[config.mk]
export PLATFORM = sky130hd
export DESIGN_NAME = tcp_checksum_over_ipv4_stream_core
export DESIGN_NICKNAME = d
export VERILOG_FILES = /design/src/sv/tcpcs_pkg.sv /design/src/sv/tcp_checksum_over_ipv4_stream_core.sv
export SDC_FILE = /design/constraint.sdc
export NUM_CORES = 1
export LEC_CHECK = 0
export ABC_AREA = 1
export BUFFER_PORTS_ARGS = -buffer_cell sky130_fd_sc_hd__buf_4
export CORE_MARGIN = 8
export CORE_UTILIZATION = 45
export DETAILED_ROUTE_END_ITERATION = 8
export HOLD_SLACK_MARGIN = 0.15
export PLACE_DENSITY = 0.61
export SYNTH_ARGS = -nofsm -noshare
export SYNTH_HDL_FRONTEND = slang
export SYNTH_SLANG_ARGS = --single-unit
[constraint.sdc]
create_clock -name clk -period 18.1 [get_ports clk]
set_input_delay 0.905 -clock clk [delete_from_list [all_inputs] [get_ports clk]]
set_output_delay 0.905 -clock clk [all_outputs]
set_load 0.05 [all_outputs]
[src/sv/tcpcs_pkg.sv]
// Package for the TCP-over-IPv4 checksum core.
// Holds header offsets, length limits and the ones'-complement add.
// No dependencies.
package tcpcs_pkg;

	localparam int unsigned PosW = 16;
	localparam int unsigned HdrW = 6;
	localparam int unsigned SumW = 16;

	localparam logic [PosW-1:0] PosMax     = 16'hFFFF;
	localparam logic [PosW-1:0] PosVerIhl  = 16'd0;
	localparam logic [PosW-1:0] PosLenHi   = 16'd2;
	localparam logic [PosW-1:0] PosLenLo   = 16'd3;
	localparam logic [PosW-1:0] PosProto   = 16'd9;
	localparam logic [PosW-1:0] PosAddrLo  = 16'd12;
	localparam logic [PosW-1:0] PosAddrHi  = 16'd19;
	localparam logic [PosW-1:0] PosSegMin  = 16'd4;
	localparam logic [PosW-1:0] OffCsumHi  = 16'd16;
	localparam logic [PosW-1:0] OffCsumLo  = 16'd17;
	localparam logic [HdrW-1:0] HdrMin     = 6'd20;

	function automatic logic [SumW-1:0] oc_add(input logic [SumW-1:0] a,
		input logic [SumW-1:0] b);
		logic [SumW:0] s;
		s = {1'b0, a} + {1'b0, b};
		return s[SumW-1:0] + {{(SumW-1){1'b0}}, s[SumW]};
	endfunction

endpackage

[src/sv/tcp_checksum_over_ipv4_stream_core.sv]
// Top level of the TCP-over-IPv4 checksum core.
// Depends on tcpcs_pkg (constants, ones'-complement add).
// Single module: input register, per-byte update, result register.

// Takes an IPv4 packet one byte per word on the slave stream, tlast on the
// final byte, and returns one word per packet on the master stream: the TCP
// checksum (pseudo-header plus segment, checksum field counted as zero) in
// tdata and a length error flag in tuser, with tdata zero on error. Each
// byte passes one ones'-complement add, so a byte is taken every cycle
// but when the input stalls, which is only when a last byte meets a result
// not yet taken; the last byte passes the input, then the result register.
module tcp_checksum_over_ipv4_stream_core
	import tcpcs_pkg::*;
(
	input  logic        clk,
	input  logic        arst_n,
	input  logic        s_tvalid,
	output logic        s_tready,
	input  logic [7:0]  s_tdata,   // [7:0] data_byte
	input  logic        s_tlast,   // last_byte
	output logic        m_tvalid,
	input  logic        m_tready,
	output logic [15:0] m_tdata,   // [15:0] tcp_checksum
	output logic        m_tuser    // [0] length_error
);

	logic            valid_s1;
	logic            last_s1;
	logic [7:0]      data_s1;
	logic            go_s1;

	logic [PosW-1:0] pos_q, pos_nxt;
	logic [HdrW-1:0] hdr_q, hdr_nxt;
	logic [PosW-1:0] total_q, total_nxt;
	logic [SumW-1:0] sum_q, sum_nxt;
	logic [7:0]      pend_q, pend_nxt;

	logic            out_valid_q;
	logic [SumW-1:0] csum_q;
	logic            err_q;

	logic [PosW-1:0] hdr_ext;
	logic [PosW-1:0] off;
	logic            in_seg;
	logic [7:0]      seg_byte;
	logic [7:0]      pair_byte;
	logic            do_pair;
	logic            do_proto;
	logic [SumW-1:0] addend;
	logic [SumW-1:0] sum_add;
	logic [PosW:0]   count;
	logic            err;
	logic [PosW-1:0] seg_len;
	logic [SumW-1:0] fin_a, fin_b;

	assign go_s1    = valid_s1 && (!last_s1 || !out_valid_q || m_tready);
	assign s_tready = !valid_s1 || go_s1;

	always_comb begin
		hdr_ext   = {{(PosW-HdrW){1'b0}}, hdr_q};
		off       = pos_q - hdr_ext;
		in_seg    = (pos_q >= hdr_ext) && (pos_q < total_q) && (pos_q >= PosSegMin);
		seg_byte  = (off == OffCsumHi || off == OffCsumLo) ? 8'h00 : data_s1;
		pair_byte = in_seg ? seg_byte : data_s1;
		do_pair   = in_seg || (pos_q >= PosAddrLo && pos_q <= PosAddrHi);
		do_proto  = !in_seg && (pos_q == PosProto);
		addend    = do_proto ? {8'h00, data_s1} : {pend_q, pair_byte};
		sum_add   = oc_add(sum_q, addend);

		hdr_nxt   = hdr_q;
		total_nxt = total_q;
		sum_nxt   = sum_q;
		pend_nxt  = pend_q;
		if (pos_q == PosVerIhl) begin
			hdr_nxt   = {data_s1[3:0], 2'b00};
			total_nxt = '0;
			sum_nxt   = '0;
			pend_nxt  = '0;
		end else if (pos_q == PosLenHi) begin
			total_nxt[15:8] = data_s1;
		end else if (pos_q == PosLenLo) begin
			total_nxt[7:0] = data_s1;
		end else if (do_proto) begin
			sum_nxt = sum_add;
		end else if (do_pair) begin
			if (!pos_q[0])
				pend_nxt = pair_byte;
			else
				sum_nxt = sum_add;
		end

		pos_nxt = (pos_q == PosMax) ? pos_q : pos_q + 1'b1;

		count   = {1'b0, pos_q} + 1'b1;
		err     = (hdr_nxt < HdrMin) || (total_nxt < {{(PosW-HdrW){1'b0}}, hdr_nxt})
			|| (count < {1'b0, total_nxt});
		seg_len = total_nxt - {{(PosW-HdrW){1'b0}}, hdr_nxt};
		fin_a   = seg_len[0] ? oc_add(sum_nxt, {pend_nxt, 8'h00}) : sum_nxt;
		fin_b   = oc_add(fin_a, seg_len);
	end

	always_ff @(posedge clk or negedge arst_n) begin
		if (!arst_n) begin
			valid_s1 <= 1'b0;
		end else if (s_tready) begin
			valid_s1 <= s_tvalid;
		end
	end

	always_ff @(posedge clk) begin
		if (s_tready && s_tvalid) begin
			data_s1 <= s_tdata;
			last_s1 <= s_tlast;
		end
	end

	always_ff @(posedge clk or negedge arst_n) begin
		if (!arst_n) begin
			pos_q   <= '0;
			hdr_q   <= '0;
			total_q <= '0;
			sum_q   <= '0;
			pend_q  <= '0;
		end else if (go_s1) begin
			if (last_s1) begin
				pos_q   <= '0;
				hdr_q   <= '0;
				total_q <= '0;
				sum_q   <= '0;
				pend_q  <= '0;
			end else begin
				pos_q   <= pos_nxt;
				hdr_q   <= hdr_nxt;
				total_q <= total_nxt;
				sum_q   <= sum_nxt;
				pend_q  <= pend_nxt;
			end
		end
	end

	always_ff @(posedge clk or negedge arst_n) begin
		if (!arst_n) begin
			out_valid_q <= 1'b0;
		end else if (go_s1 && last_s1) begin
			out_valid_q <= 1'b1;
		end else if (m_tready) begin
			out_valid_q <= 1'b0;
		end
	end

	always_ff @(posedge clk) begin
		if (go_s1 && last_s1) begin
			csum_q <= err ? '0 : ~fin_b;
			err_q  <= err;
		end
	end

	assign m_tvalid = out_valid_q;
	assign m_tdata  = csum_q;
	assign m_tuser  = err_q;

endmodule
==> impl_results.md <==
* Num CTS Buffers at 9
* FF/Latch Area at 2380 sq um
* Routability Congestion at 0.910
* Final Worst Setup Slack at 6280 ps
* Hold crit path type: register to register
* Ys flop type: dfrtp_1
* Starting density of the core at 0.456
* Max_cap viols at 0
* Worst Reg-to-Reg Cells at 82
* Status: completed
* Power Dens Cells at 97.7 nW/um^2
* Final wirelength at 26700 um
* Port bufs at 31
* Crit share post-route at 0.653
* Design Power at 981 uW
* Synthesized area per cell at 6.89 sq um
* Final Hold Vio Count at 0
* TritonCTS clock tree: built
* Core area at 20200 sq um
* Number of flops mapped to enable cells by yosys at 26
* Die area at 25300 sq um
* DRC Markers at 0
* YS warnings at 0
* Inst Count DP at 1618
* Place WS at 6430 ps
* H-tree levels at 3
* Post-CTS Setup Repair Bufs at 0
* Vias per inst at 5.27
* Die width at 159 um
* Crit end category: register
* Post-Synthesis Cells at 1336
* Mapped Nets at 1447
* Worst VDD drop at 0.0817 mV
* WL/cell at 16.3 um
* Diode count at 0
* CP max FO at 7
* Final TNS setup at 0 ps
* Initial drt markers at 575
* Gr ovfl total at 0
* Nets at 1470
* Vias in the first global route at 8261
* CP max stage cell: dfrtp_1
* # IOs at 32
* Row count at 52
* Worst Hold Margin at 551 ps
* Slew Limit Fails at 0
* Crit path kind: register to register
* # setup viols final at 0
* Asr flop ratio synth at 0.711
* Worst-Skew Late Latency at 350 ps
* Post-synthesis sequential area ratio at 0.259
* CTS Sinks at 90
* Layout cells sized above 1 at 0.0828
* Clk_skew at 11.1 ps
* Multi-input gate area at 5810 sq um
* #FFs+latches synth at 90
* Hold Path Cell Cnt at 2
* CP Data Required Time at 18210 ps
* Final Non-Filler Cells at 1634
* Minimum clock period at 11820 ps
* FMAX at 84.6 MHz
* Final HPWL DP at 21500 um
* Max-Slew Margin vs Limit at 0.423
* Bufs on Longest Clock Path at 2
* CP dominant cell by count: nand2_1
* Clock root buffer: clkbuf_16
* CP Launch Type: register
* Tightest Pin Transition at 865 ps
* Clk pin slew, worst setup/hold paths at 70 ps
* Initial antenna violation count at 0
* Fillers at 2076
* Hold_buf cts at 0
* Pleak at 0.00520 uW
* Layout area overhead at 9.11%
* RSZ-0062 raised after global routing: no
* DRT Pass-1 Iters at 5
* GRT Total Usage at 0.210
* First-pass GRT wire length at 43600 um
* Post-CTS sizing at 0
* Via count at 8614
* Final antenna-violating net count at 0
* Area of the mapped netlist at 9200 sq um
* Library cells used by synthesis at 54
* Largest net degree at the start of global routing at 65
* Crit path DAT at 11930 ps
* Crit-path max cell delay at 450 ps
* Chip height at 159 um
synthesized netlist by cell type, types with 6 or more instances:
| master | count | area (sq um) |
|---|---|---|
| nor2_2 | 10 | 62.6 |
| o21ai_1 | 7 | 35.0 |
| o22ai_1 | 44 | 275 |
| nand4_1 | 14 | 87.6 |
| dfrtp_1 | 64 | 1600 |
| xnor2_1 | 17 | 149 |
| nand2_2 | 13 | 81.3 |
| o21a_1 | 7 | 52.6 |
| nor2_1 | 118 | 443 |
| nand3b_1 | 6 | 45.0 |
| inv_1 | 227 | 852 |
| buf_2 | 7 | 35.0 |
| a21oi_1 | 81 | 405 |
| nand2_1 | 302 | 1130 |
| nand3_2 | 9 | 90.1 |
| o21ai_0 | 57 | 285 |
| xor2_1 | 51 | 447 |
| inv_2 | 10 | 37.5 |
| clkbuf_1 | 14 | 52.6 |
| edfxtp_1 | 26 | 781 |
| ha_1 | 93 | 1160 |
| nor3_1 | 20 | 100 |
| nand3_1 | 73 | 365 |
cell usage in the layout, fill, tap and decap left out, drive strengths merged, types with 3 or more instances in the layout:
cell,instances
o31ai,3
nor3,20
or2,5
o22ai,44
a21boi,3
edfxtp,26
xnor2,17
a31oi,4
clkbuf,10
fa,5
o21bai,4
o21a,7
o21ai,65
nand3b,6
nand2,316
nand4,15
o211ai,4
xor2,51
nor4,6
buf,36
inv,241
a21oi,83
nand3,84
ha,93
nor2,133
dfrtp,64
worst max-delay path, delay by kind of cell (launching register included):
family,cells,cell delay [ps]
buffers and inverters,12,960
and+or+nand+nor,44,4630
DFF,1,450
AOI/OAI and AO/OA,12,2180
adders and majority gates,11,2880
xor gates and xnor gates,3,440
per-stage QoR:
step	utilization	area, sq um
6_report	0.498	10000
3_5_place_dp	0.481	9690
4_1_cts	0.498	10000
3_3_place_gp	0.481	9690
2_1_floorplan	-	9200
5_1_grt	0.498	10000
report_power, final:
group          internal (uW)  switching [uW]  total (uW)
clock network            132            91.3         223
logic                    169             351         520
registers                228            8.82         237
final timing paths:
check | startpoint | to | slack [ps]
worst max-delay path | pos_q[0] | m_tdata[15] | 6280
worst min-delay path | sum_q[15] | sum_q[15] | 550
worst max register to register | pos_q[0] | m_tdata[15] | 6280
worst min register to register | sum_q[15] | sum_q[15] | 550
max in group asynchronous | arst_n | sum_q[11] | 16860
min in group asynchronous | arst_n | pos_q[7] | 660
routing by layer:
layer | wire, um | part of all wire | up-vias | global-route usage
met4 | 416 | 0.016 | 0 | 0.0515
met5 | 0 | 0 | - | 0
met3 | 1410 | 0.053 | 28 | 0.0308
met1 | 12600 | 0.47 | 3946 | 0.287
met2 | 12200 | 0.46 | 224 | 0.343
li1 | - | - | 4416 | -
final cells by class:
class,instances,area share
multi-input combinational,983,0.578
tap,270,0.0336
inverter,239,0.0893
sequential,90,0.237
timing repair buffer,36,0.0269
clock inverter,6,0.00972
clock buffer,10,0.0249
kinds of logic (layout without fill, tap and decap cells):
logic type      Yosys count  count (layout)  synth area share
mux                       1               1           0.00109
buf+inv                 263             291             0.110
fa+ha+maj                98              98             0.137
xor+xnor                 68              68            0.0647
flops                    90              90             0.259
compound gates          228             228             0.142
simple gates            588             588             0.285
flip-flops by register name (all words and copies together), names as in the netlist:
signal	flops
sum_q	16
pend_q	8
data_s1	8
hdr_q	6
pos_q	16
valid_s1	1
total_q	16
last_s1	1
m_tdata	16
m_tvalid	1
m_tuser	1
No activity file was read; power rests on OpenSTA's default activity.
